**config.mk**
```make
export PLATFORM = sky130hd
export DESIGN_NAME = per_channel_std_deviation
export DESIGN_NICKNAME = d
export VERILOG_FILES = /design/src/hw/rtl/psd_pkg.sv /design/src/hw/rtl/per_channel_std_deviation.sv /design/src/hw/rtl/psd_front.sv /design/src/hw/rtl/psd_queue.sv /design/src/hw/rtl/psd_back.sv
export VERILOG_INCLUDE_DIRS = /design/src /design/src/hw/rtl
export SDC_FILE = /design/constraint.sdc
export NUM_CORES = 2
export LEC_CHECK = 0
export BUFFER_PORTS_ARGS = -buffer_cell sky130_fd_sc_hd__buf_2
export CAP_MARGIN = 20
export CORE_MARGIN = 2
export CORE_UTILIZATION = 50
export DETAILED_ROUTE_END_ITERATION = 16
export GPL_ROUTABILITY_DRIVEN = 0
export GPL_TIMING_DRIVEN = 0
export PLACE_DENSITY_LB_ADDON = 0.15
export REMOVE_ABC_BUFFERS = 1
export SLEW_MARGIN = 20
export SYNTH_ARGS = -nofsm -noshare
export SYNTH_HDL_FRONTEND = slang
export SYNTH_SLANG_ARGS = --single-unit
```
**constraint.sdc**
```tcl
create_clock -name clk -period 24.8 [get_ports clk]
set_clock_uncertainty 0.05 [all_clocks]
set_input_delay 1.24 -clock clk [delete_from_list [all_inputs] [get_ports clk]]
set_output_delay 1.24 -clock clk [all_outputs]
set_load 0.05 [all_outputs]
```
**src/hw/rtl/per_channel_std_deviation_assert.svh**
```systemverilog
// Assertion helpers used by the RTL of the deviation block.
`ifndef PER_CHANNEL_STD_DEVIATION_ASSERT_SVH
`define PER_CHANNEL_STD_DEVIATION_ASSERT_SVH

// The consequent must hold in the same cycle as the antecedent.
`define PSD_ASSERT_IMPLY(label, clk, rst_n, ante, cons, msg) \
	label: assert property (@(posedge clk) disable iff (!rst_n) (ante) |-> (cons)) \
		else $error(msg);

// The consequent must hold in the cycle after the antecedent.
`define PSD_ASSERT_NEXT(label, clk, rst_n, ante, cons, msg) \
	label: assert property (@(posedge clk) disable iff (!rst_n) (ante) |=> (cons)) \
		else $error(msg);

`endif

```
**src/hw/rtl/psd_pkg.sv**
```systemverilog
package psd_pkg;

	localparam int CH_W         = 3;
	localparam int SAMPLE_W     = 17;
	localparam int CFG_W        = 4;
	localparam int RESULT_LIMIT = 8;
	localparam logic [SAMPLE_W-1:0] SAMPLE_ONE = 17'd65536;

	localparam logic OP_ACCUM  = 1'b0;
	localparam logic OP_FINISH = 1'b1;

	typedef struct packed {
		logic                operation;
		logic [CH_W-1:0]     channel;
		logic [SAMPLE_W-1:0] sample;
	} in_item_t;

	typedef struct packed {
		logic [CH_W-1:0]     channel_out;
		logic [SAMPLE_W-1:0] deviation;
		logic                empty_res;
		logic                last;
	} out_item_t;

	typedef enum logic [2:0] {
		BS_IDLE,
		BS_LOAD,
		BS_MULA,
		BS_MULB,
		BS_SQRT,
		BS_DIV,
		BS_EMIT
	} back_state_t;

endpackage

```
**src/hw/rtl/per_channel_std_deviation.sv**
```systemverilog
// Per-channel population standard deviation of Q1.16 samples.
// Input channel (in_valid/in_stall/in_data): operation 0 adds a sample to
// its channel, operation 1 reports every channel in use and clears all sums.
// Samples for channels beyond the configured count are dropped, samples
// above 1.0 are clamped, and a full count ignores further samples.
// Output channel (out_valid/out_stall/out_data): one result per channel in
// order, with last set on the final one; an empty channel reports zero.
// cfg_we/cfg_data set the channel count (0 acts as 1); write it while idle.
// Samples are taken one per cycle while no report runs, through a two-entry
// queue; each costs one read-modify-write of its channel's registers.
// A report steps each nonzero channel through LOAD, the bit-serial multiply
// (MULA, MULB), square root (SQRT) and divide (DIV), then EMIT; an empty
// channel goes from LOAD straight to EMIT. The first result is presented
// once the first channel leaves EMIT after the finish transfer.
// A stalled receiver holds the result register, the sequencer waits and the
// queue fills, then in_stall rises. Reset clears all sums and sets the
// channel count to 4; no clearing pass is needed.
module per_channel_std_deviation #(
	parameter int MAX_CHANNELS = 8,
	parameter int COUNT_BITS   = 20
) (
	input  logic                      clk,
	input  logic                      arst_n,
	input  logic                      cfg_we,
	input  logic [psd_pkg::CFG_W-1:0] cfg_data,
	input  logic                      in_valid,
	output logic                      in_stall,
	input  psd_pkg::in_item_t         in_data,
	output logic                      out_valid,
	input  logic                      out_stall,
	output psd_pkg::out_item_t        out_data
);
	import psd_pkg::*;

	logic             q_push;
	logic             q_full;
	logic             q_pop;
	logic             q_valid;
	in_item_t         q_wdata;
	in_item_t         q_rdata;
	logic [CFG_W-1:0] eff;

	// Front: configuration and item classification.
	psd_front #(.MAX_CHANNELS(MAX_CHANNELS)) u_front (
		.clk(clk), .arst_n(arst_n), .cfg_we(cfg_we), .cfg_data(cfg_data),
		.in_valid(in_valid), .in_stall(in_stall), .in_data(in_data),
		.q_full(q_full), .q_push(q_push), .q_data(q_wdata), .eff(eff)
	);

	// Queue between front and back.
	psd_queue u_queue (
		.clk(clk), .arst_n(arst_n), .push(q_push), .push_data(q_wdata),
		.full(q_full), .pop(q_pop), .valid(q_valid), .pop_data(q_rdata)
	);

	// Back: accumulators and deviation sequencer.
	psd_back #(.MAX_CHANNELS(MAX_CHANNELS), .COUNT_BITS(COUNT_BITS)) u_back (
		.clk(clk), .arst_n(arst_n), .eff(eff), .q_valid(q_valid),
		.q_data(q_rdata), .q_pop(q_pop), .out_valid(out_valid),
		.out_stall(out_stall), .out_data(out_data)
	);

endmodule

```
**src/hw/rtl/psd_front.sv**
```systemverilog
module psd_front #(
	parameter int MAX_CHANNELS = 8
) (
	input  logic                        clk,
	input  logic                        arst_n,
	input  logic                        cfg_we,
	input  logic [psd_pkg::CFG_W-1:0]   cfg_data,
	input  logic                        in_valid,
	output logic                        in_stall,
	input  psd_pkg::in_item_t           in_data,
	input  logic                        q_full,
	output logic                        q_push,
	output psd_pkg::in_item_t           q_data,
	output logic [psd_pkg::CFG_W-1:0]   eff
);
	import psd_pkg::*;

	localparam int NCH = (MAX_CHANNELS < RESULT_LIMIT) ? MAX_CHANNELS : RESULT_LIMIT;

	logic [CFG_W-1:0] cfg_q;

	// Channel count register.
	always_ff @(posedge clk or negedge arst_n) begin
		if (!arst_n) begin
			cfg_q <= CFG_W'(4);
		end else if (cfg_we) begin
			cfg_q <= cfg_data;
		end
	end

	// Zero acts as one, and the count is clamped to the channels that exist.
	always_comb begin
		if (cfg_q == '0) begin
			eff = CFG_W'(1);
		end else if (cfg_q > CFG_W'(NCH)) begin
			eff = CFG_W'(NCH);
		end else begin
			eff = cfg_q;
		end
	end

	// Classify: finish items always pass, samples only for channels in use.
	always_comb begin
		in_stall          = q_full;
		q_data.operation  = in_data.operation;
		q_data.channel    = in_data.channel;
		q_data.sample     = (in_data.sample > SAMPLE_ONE) ? SAMPLE_ONE : in_data.sample;
		q_push            = in_valid && !q_full &&
			((in_data.operation == OP_FINISH) || (CFG_W'(in_data.channel) < eff));
	end

endmodule

```
**src/hw/rtl/psd_queue.sv**
```systemverilog
module psd_queue (
	input  logic              clk,
	input  logic              arst_n,
	input  logic              push,
	input  psd_pkg::in_item_t push_data,
	output logic              full,
	input  logic              pop,
	output logic              valid,
	output psd_pkg::in_item_t pop_data
);
	import psd_pkg::*;

	in_item_t   mem_q [2];
	logic       wr_q;
	logic       rd_q;
	logic [1:0] cnt_q;

	assign full     = (cnt_q == 2'd2);
	assign valid    = (cnt_q != 2'd0);
	assign pop_data = mem_q[rd_q];

	// Entry storage.
	always_ff @(posedge clk) begin
		if (push) begin
			mem_q[wr_q] <= push_data;
		end
	end

	// Pointers and fill level.
	always_ff @(posedge clk or negedge arst_n) begin
		if (!arst_n) begin
			wr_q  <= 1'b0;
			rd_q  <= 1'b0;
			cnt_q <= 2'd0;
		end else begin
			if (push) begin
				wr_q <= ~wr_q;
			end
			if (pop) begin
				rd_q <= ~rd_q;
			end
			unique case ({push, pop})
				2'b10:   cnt_q <= cnt_q + 2'd1;
				2'b01:   cnt_q <= cnt_q - 2'd1;
				default: cnt_q <= cnt_q;
			endcase
		end
	end

endmodule

```
**src/hw/rtl/psd_back.sv**
```systemverilog
module psd_back #(
	parameter int MAX_CHANNELS = 8,
	parameter int COUNT_BITS   = 20
) (
	input  logic                      clk,
	input  logic                      arst_n,
	input  logic [psd_pkg::CFG_W-1:0] eff,
	input  logic                      q_valid,
	input  psd_pkg::in_item_t         q_data,
	output logic                      q_pop,
	output logic                      out_valid,
	input  logic                      out_stall,
	output psd_pkg::out_item_t        out_data
);
	import psd_pkg::*;

	`include "per_channel_std_deviation_assert.svh"

	localparam int NCH = (MAX_CHANNELS < RESULT_LIMIT) ? MAX_CHANNELS : RESULT_LIMIT;
	localparam int IW  = (NCH > 1) ? $clog2(NCH) : 1;
	localparam int CB  = COUNT_BITS;
	localparam int SW  = COUNT_BITS + SAMPLE_W;
	localparam int QW  = COUNT_BITS + 2 * SAMPLE_W;
	localparam int PW  = CB + QW;
	localparam int RW  = PW / 2;
	localparam int STW = $clog2(SW + 1);

	// Per-channel accumulators.
	logic [CB-1:0] cnt_q [NCH];
	logic [SW-1:0] sum_q [NCH];
	logic [QW-1:0] sq_q  [NCH];

	back_state_t      state_q, state_d;
	logic [CH_W-1:0]  k_q;
	logic [CB-1:0]    n_q;
	logic [PW:0]      mcand_q;
	logic [SW-1:0]    mplier_q;
	logic [PW:0]      acc_q;
	logic [STW-1:0]   step_q;
	logic [PW-1:0]    dsrc_q;
	logic [RW+1:0]    rem_q;
	logic [RW-1:0]    root_q;
	logic [RW-1:0]    quo_q;
	logic [CB-1:0]    drem_q;
	logic [SAMPLE_W-1:0] dev_q;
	logic             empty_q;
	logic             out_valid_q;
	out_item_t        out_q;

	logic [IW-1:0]       acc_idx;
	logic [IW-1:0]       rd_idx;
	logic [2*SAMPLE_W-1:0] smp_sq;
	logic                last_w;
	logic                load_out;
	logic                step_end;
	logic [PW:0]         acc_add;
	logic [PW:0]         acc_sub;
	logic [RW+3:0]       rem_ext;
	logic [RW+3:0]       trial;
	logic                sq_ge;
	logic [RW+3:0]       rem_sub;
	logic [RW-1:0]       root_nx;
	logic [CB:0]         drem_ext;
	logic                dv_ge;
	logic [CB:0]         drem_sub;
	logic [RW-1:0]       quo_nx;

	assign acc_idx  = q_data.channel[IW-1:0];
	assign rd_idx   = k_q[IW-1:0];
	assign smp_sq   = q_data.sample * q_data.sample;
	assign last_w   = (CFG_W'(k_q) + CFG_W'(1)) == eff;
	assign step_end = (step_q == STW'(1));

	// Shift-add multiply step.
	assign acc_add = acc_q + mcand_q;
	assign acc_sub = acc_q - mcand_q;

	// Square root step: two radicand bits per cycle.
	assign rem_ext = {rem_q, dsrc_q[PW-1 -: 2]};
	assign trial   = {2'b00, root_q, 2'b01};
	assign sq_ge   = rem_ext >= trial;
	assign rem_sub = rem_ext - trial;
	assign root_nx = {root_q[RW-2:0], sq_ge};

	// Restoring division step: one quotient bit per cycle.
	assign drem_ext = {drem_q, quo_q[RW-1]};
	assign dv_ge    = drem_ext >= {1'b0, n_q};
	assign drem_sub = drem_ext - {1'b0, n_q};
	assign quo_nx   = {quo_q[RW-2:0], dv_ge};

	// Next state.
	always_comb begin
		state_d = state_q;
		unique case (state_q)
			BS_IDLE: begin
				if (q_valid && q_data.operation == OP_FINISH) begin
					state_d = BS_LOAD;
				end
			end
			BS_LOAD: begin
				state_d = (cnt_q[rd_idx] == '0) ? BS_EMIT : BS_MULA;
			end
			BS_MULA: begin
				if (step_end) state_d = BS_MULB;
			end
			BS_MULB: begin
				if (step_end) state_d = BS_SQRT;
			end
			BS_SQRT: begin
				if (step_end) state_d = BS_DIV;
			end
			BS_DIV: begin
				if (step_end) state_d = BS_EMIT;
			end
			BS_EMIT: begin
				if (load_out) state_d = last_w ? BS_IDLE : BS_LOAD;
			end
			default: state_d = BS_IDLE;
		endcase
	end

	// Handshake outputs of the sequencer.
	always_comb begin
		q_pop    = (state_q == BS_IDLE) && q_valid;
		load_out = (state_q == BS_EMIT) && (!out_valid_q || !out_stall);
	end

	always_ff @(posedge clk or negedge arst_n) begin
		if (!arst_n) begin
			state_q <= BS_IDLE;
			k_q     <= '0;
		end else begin
			state_q <= state_d;
			if (q_pop) begin
				k_q <= '0;
			end else if (load_out && !last_w) begin
				k_q <= k_q + CH_W'(1);
			end
		end
	end

	// Accumulator update on a sample, full clear after the last result.
	always_ff @(posedge clk or negedge arst_n) begin
		if (!arst_n) begin
			for (int i = 0; i < NCH; i++) begin
				cnt_q[i] <= '0;
				sum_q[i] <= '0;
				sq_q[i]  <= '0;
			end
		end else if (load_out && last_w) begin
			for (int i = 0; i < NCH; i++) begin
				cnt_q[i] <= '0;
				sum_q[i] <= '0;
				sq_q[i]  <= '0;
			end
		end else if (q_pop && q_data.operation == OP_ACCUM) begin
			if (cnt_q[acc_idx] != {CB{1'b1}}) begin
				cnt_q[acc_idx] <= cnt_q[acc_idx] + CB'(1);
				sum_q[acc_idx] <= sum_q[acc_idx] + SW'(q_data.sample);
				sq_q[acc_idx]  <= sq_q[acc_idx] + QW'(smp_sq);
			end
		end
	end

	// Deviation datapath: n*sumsq - sum^2, square root, divide by n.
	always_ff @(posedge clk) begin
		unique case (state_q)
			BS_LOAD: begin
				n_q      <= cnt_q[rd_idx];
				mcand_q  <= (PW+1)'(sq_q[rd_idx]);
				mplier_q <= SW'(cnt_q[rd_idx]);
				acc_q    <= '0;
				step_q   <= STW'(CB);
				dev_q    <= '0;
				empty_q  <= (cnt_q[rd_idx] == '0);
			end
			BS_MULA: begin
				if (mplier_q[0]) acc_q <= acc_add;
				if (step_end) begin
					mcand_q  <= (PW+1)'(sum_q[rd_idx]);
					mplier_q <= sum_q[rd_idx];
					step_q   <= STW'(SW);
				end else begin
					mcand_q  <= mcand_q << 1;
					mplier_q <= mplier_q >> 1;
					step_q   <= step_q - STW'(1);
				end
			end
			BS_MULB: begin
				if (mplier_q[0]) acc_q <= acc_sub;
				mcand_q  <= mcand_q << 1;
				mplier_q <= mplier_q >> 1;
				if (step_end) begin
					// A negative difference only arises from rounding-free data as zero spread.
					if (mplier_q[0]) begin
						dsrc_q <= acc_sub[PW] ? '0 : acc_sub[PW-1:0];
					end else begin
						dsrc_q <= acc_q[PW] ? '0 : acc_q[PW-1:0];
					end
					rem_q  <= '0;
					root_q <= '0;
					step_q <= STW'(RW);
				end else begin
					step_q <= step_q - STW'(1);
				end
			end
			BS_SQRT: begin
				rem_q  <= sq_ge ? rem_sub[RW+1:0] : rem_ext[RW+1:0];
				root_q <= root_nx;
				dsrc_q <= dsrc_q << 2;
				if (step_end) begin
					quo_q  <= root_nx;
					drem_q <= '0;
					step_q <= STW'(RW);
				end else begin
					step_q <= step_q - STW'(1);
				end
			end
			BS_DIV: begin
				drem_q <= dv_ge ? drem_sub[CB-1:0] : drem_ext[CB-1:0];
				quo_q  <= quo_nx;
				step_q <= step_q - STW'(1);
				if (step_end) begin
					dev_q <= quo_nx[SAMPLE_W-1:0];
				end
			end
			default: begin
				step_q <= step_q;
			end
		endcase
	end

	// Output register: a finished result waits here for its transfer.
	always_ff @(posedge clk or negedge arst_n) begin
		if (!arst_n) begin
			out_valid_q <= 1'b0;
		end else if (load_out) begin
			out_valid_q <= 1'b1;
		end else if (!out_stall) begin
			out_valid_q <= 1'b0;
		end
	end

	always_ff @(posedge clk) begin
		if (load_out) begin
			out_q.channel_out <= k_q;
			out_q.deviation   <= dev_q;
			out_q.empty_res   <= empty_q;
			out_q.last        <= last_w;
		end
	end

	assign out_valid = out_valid_q;
	assign out_data  = out_q;

	`PSD_ASSERT_IMPLY(a_no_pop_busy, clk, arst_n, state_q != BS_IDLE, !q_pop, "pop while busy")
	`PSD_ASSERT_IMPLY(a_k_range, clk, arst_n, state_q != BS_IDLE, CFG_W'(k_q) < eff, "k beyond count")
	`PSD_ASSERT_NEXT(a_clear_last, clk, arst_n, load_out && last_w, cnt_q[0] == '0, "no clear")
	`PSD_ASSERT_IMPLY(a_dev_range, clk, arst_n, out_valid_q, (out_q.deviation <= SAMPLE_ONE) && (!out_q.empty_res || out_q.deviation == '0), "bad deviation")

endmodule
```
==> metrics <==
CORE AREA=between 150000 and 200000 µm²; crit-path max cell delay=950 ps; Buffers & Inverters on Critical Path=5; drt pass-1 iters=9; antenna violations before repair=8; CP most frequent cell=fa_1; fin crit period=10950 ps; Layout Nets=around 9500; DIE AREA=184000 µm²; share of cells above drive strength 1=9.41%; clock sinks=1405; status=complete, no violations; WP data required=roughly 25000 ps; total congestion overflow=0; CTS tree=yes; die height=roughly 430 µm; cell area after layout=slightly below 100000 µm²; Total GRT Usage=a little under a third; synthesized area per cell=about 9.8 µm²; Port Buffers=between 50 and 60; max cap viols=0; Worst Path Max Fanout=36; DP Cell Count=approximately 11000; Arr. time, crit path=around 12000 ps; YS warnings=0; largest net degree at the start of global routing=132; fmax=slightly above 90 MHz; Sum Neg Setup Slack=0 ps; drt drc=0; Starting Density=50.4%; Die Width=428 µm; # rows=155; CTS H-Tree Depth=4; commonest cells after routing, fill and taps aside=nand3_1, o21ai_0, dfrtp_1; Routed wire per std cell=25.4 µm; register area share after synthesis=41.8%; Setup Buffers After CTS=0; number of flops mapped to enable cells by yosys=about 500; TritonCTS buffer count=between 150 and 200; initial DRC count=about 8600; Worst Setup Start Kind=flip-flop; Slew Limit Fails=0; Max-Slew Margin vs Limit=roughly 20%; crit share post-route=44.2%; maximum clock insertion buffer count=3; most common cell after layout, fill and taps aside=nand3_1; Main synth FF type=dfrtp_1; worst reg-to-reg path cell count=25; worst skew pair latency=between 800 and 900 ps; final setup fails=0; final hold vios=0; hpwl dp=195000 µm; Synth Instances=~9200; Crit. Startpoint=u_queue.rd_q$_DFFE_PN0P_; FF-to-FF Start=u_queue.rd_q$_DFFE_PN0P_; worst min-delay path class=primary input to async pin; Cell Area, Placed=94100 µm²; area of the mapped netlist=around 90000 µm²; Post-CTS Hold Fix Bufs=0; Yosys reg bits=1405; area grow syn2layout=10.2%; first-pass GRT wire length=~440000 µm; drt total wl=between 200000 and 300000 µm; RSZ-0062 raised after global routing=no; slew of the pin with the lowest slew margin=around 1200 ps; io pins=54; filler instances=approximately 15000; CTS root buf=clkbuf_16; Non-Filler Instances=between 10000 and 15000; kind of critical path=flip-flop to flip-flop; Worst path slowest cell=mux2i_1; vias per std cell=6.45; Netlist cell types=between 100 and 150; routed vias=roughly 73000; Hold WS=between 300 and 400 ps; Worst setup EP type=flip-flop; FFs w/ async S/R, synth=between 60% and 70%; DRT antenna net count=0; Clock Pin Slew Worst Setup and Hold Paths=60 ps; Reg2Reg Setup Slack=13850 ps; # resized after CTS=0; Top delay family on crit path=adder cells; R2R Path End=u_back.sq_q[46]$_DFFE_PN0P_; number of global-route vias before repair=slightly above 70000
-- metrics by stage --
stage                     util [%]  setup WS [ps]
final                         55.6          13850
after CTS                     55.5          13800
after detailed placement      52.7          13810
after global routing          55.6          13530
after floorplan                  -            757
after global placement        50.4         -11700
-- synthesized netlist by cell type, types with 30 or more instances --
| cell | n | area (µm²) |
|---|---|---|
| a211oi_1 | 39 | 293 |
| a21o_1 | 137 | 1030 |
| a21oi_1 | 388 | 1940 |
| a221oi_1 | 95 | 832 |
| a22oi_1 | 99 | 743 |
| a31oi_1 | 34 | 213 |
| and3_1 | 30 | 188 |
| buf_1 | 75 | 282 |
| buf_2 | 104 | 521 |
| buf_4 | 39 | 293 |
| buf_6 | 49 | 552 |
| clkbuf_1 | 393 | 1480 |
| dfrtp_1 | 902 | 22600 |
| edfxtp_1 | 502 | 15100 |
| fa_1 | 228 | 4560 |
| ha_1 | 343 | 4290 |
| inv_1 | 605 | 2270 |
| mux2i_1 | 191 | 1910 |
| mux4_2 | 226 | 5090 |
| nand2_1 | 467 | 1750 |
| nand2b_1 | 41 | 257 |
| nand3_1 | 999 | 5000 |
| nand4_1 | 43 | 269 |
| nor2_1 | 672 | 2520 |
| nor2b_1 | 61 | 382 |
| nor3_1 | 102 | 510 |
| nor4_1 | 67 | 419 |
| o211ai_1 | 41 | 308 |
| o21a_1 | 39 | 293 |
| o21ai_0 | 962 | 4810 |
| o21ai_1 | 164 | 821 |
| o21bai_1 | 65 | 488 |
| o221ai_1 | 32 | 280 |
| o22ai_1 | 152 | 951 |
| o31ai_1 | 34 | 255 |
| xnor2_1 | 222 | 1940 |
| xor2_1 | 80 | 701 |
-- how the worst max path moves through the flow --
stage                               endpoint  cells past startpoint  slack [ps]
4_1_cts          u_back.sq_q[46]$_DFFE_PN0P_                     27       13800
2_1_floorplan  u_back.cnt_q[100]$_DFFE_PN0P_                      9         760
6_report         u_back.sq_q[46]$_DFFE_PN0P_                     25       13850
3_3_place_gp    u_back.sq_q[273]$_DFFE_PN0P_                      9      -11700
3_5_place_dp     u_back.sq_q[46]$_DFFE_PN0P_                     27       13810
5_1_grt          u_back.sq_q[46]$_DFFE_PN0P_                     25       13530
-- kinds of logic after synthesis --
| group | Yosys count | synth area share (%) |
|---|---|---|
| fa+ha+maj | 571 | 9.83 |
| simple gates | 2637 | 13.9 |
| xor+xnor | 310 | 3.08 |
| flops | 1405 | 41.8 |
| buf+inv | 1288 | 6.11 |
| compound gates | 2495 | 17.0 |
| mux | 450 | 8.21 |
-- state kept, by name (all words and copies together) (netlist names), 2 cells and up --
signal,count
u_back.state_q,3
u_queue.mem_q,42
u_back.dsrc_q,74
u_back.sq_q,432
u_front.cfg_q,4
u_back.mcand_q,75
u_back.rem_q,39
u_back.n_q,20
u_back.k_q,3
u_back.out_data,22
u_back.step_q,6
u_back.acc_q,75
u_back.dev_q,17
u_back.quo_q,37
u_back.sum_q,296
u_back.drem_q,20
u_queue.cnt_q,2
u_back.cnt_q,160
u_back.root_q,37
u_back.mplier_q,37
-- per-layer routing --
metal / wire length, µm / up-vias / global-route usage [%]
li1: - / 32700 / -
met1: 117000 / 36300 / 41.5
met2: 131000 / 3473 / 48.6
met3: 27100 / 711 / 6.59
met4: 13500 / 6 / 14.1
met5: 38 / - / 0
-- area by class of cell --
class / count / area [µm²] / area share [%]
flip-flops and latches: 1405 / 37700 / 38.0
clock buffers: 223 / 4470 / 4.50
repair buffers: 213 / 3790 / 3.82
inverters: 619 / 2330 / 2.35
well taps: 2355 / 2950 / 2.97
diodes: 4 / 10.0 / 0.0101
multi-input cells: 6463 / 47400 / 47.8
clock inverters: 63 / 592 / 0.596
Power is left out: the tool's default activity adds up to more than one toggle a clock period on the data nets, which glitch-free logic cannot reach.
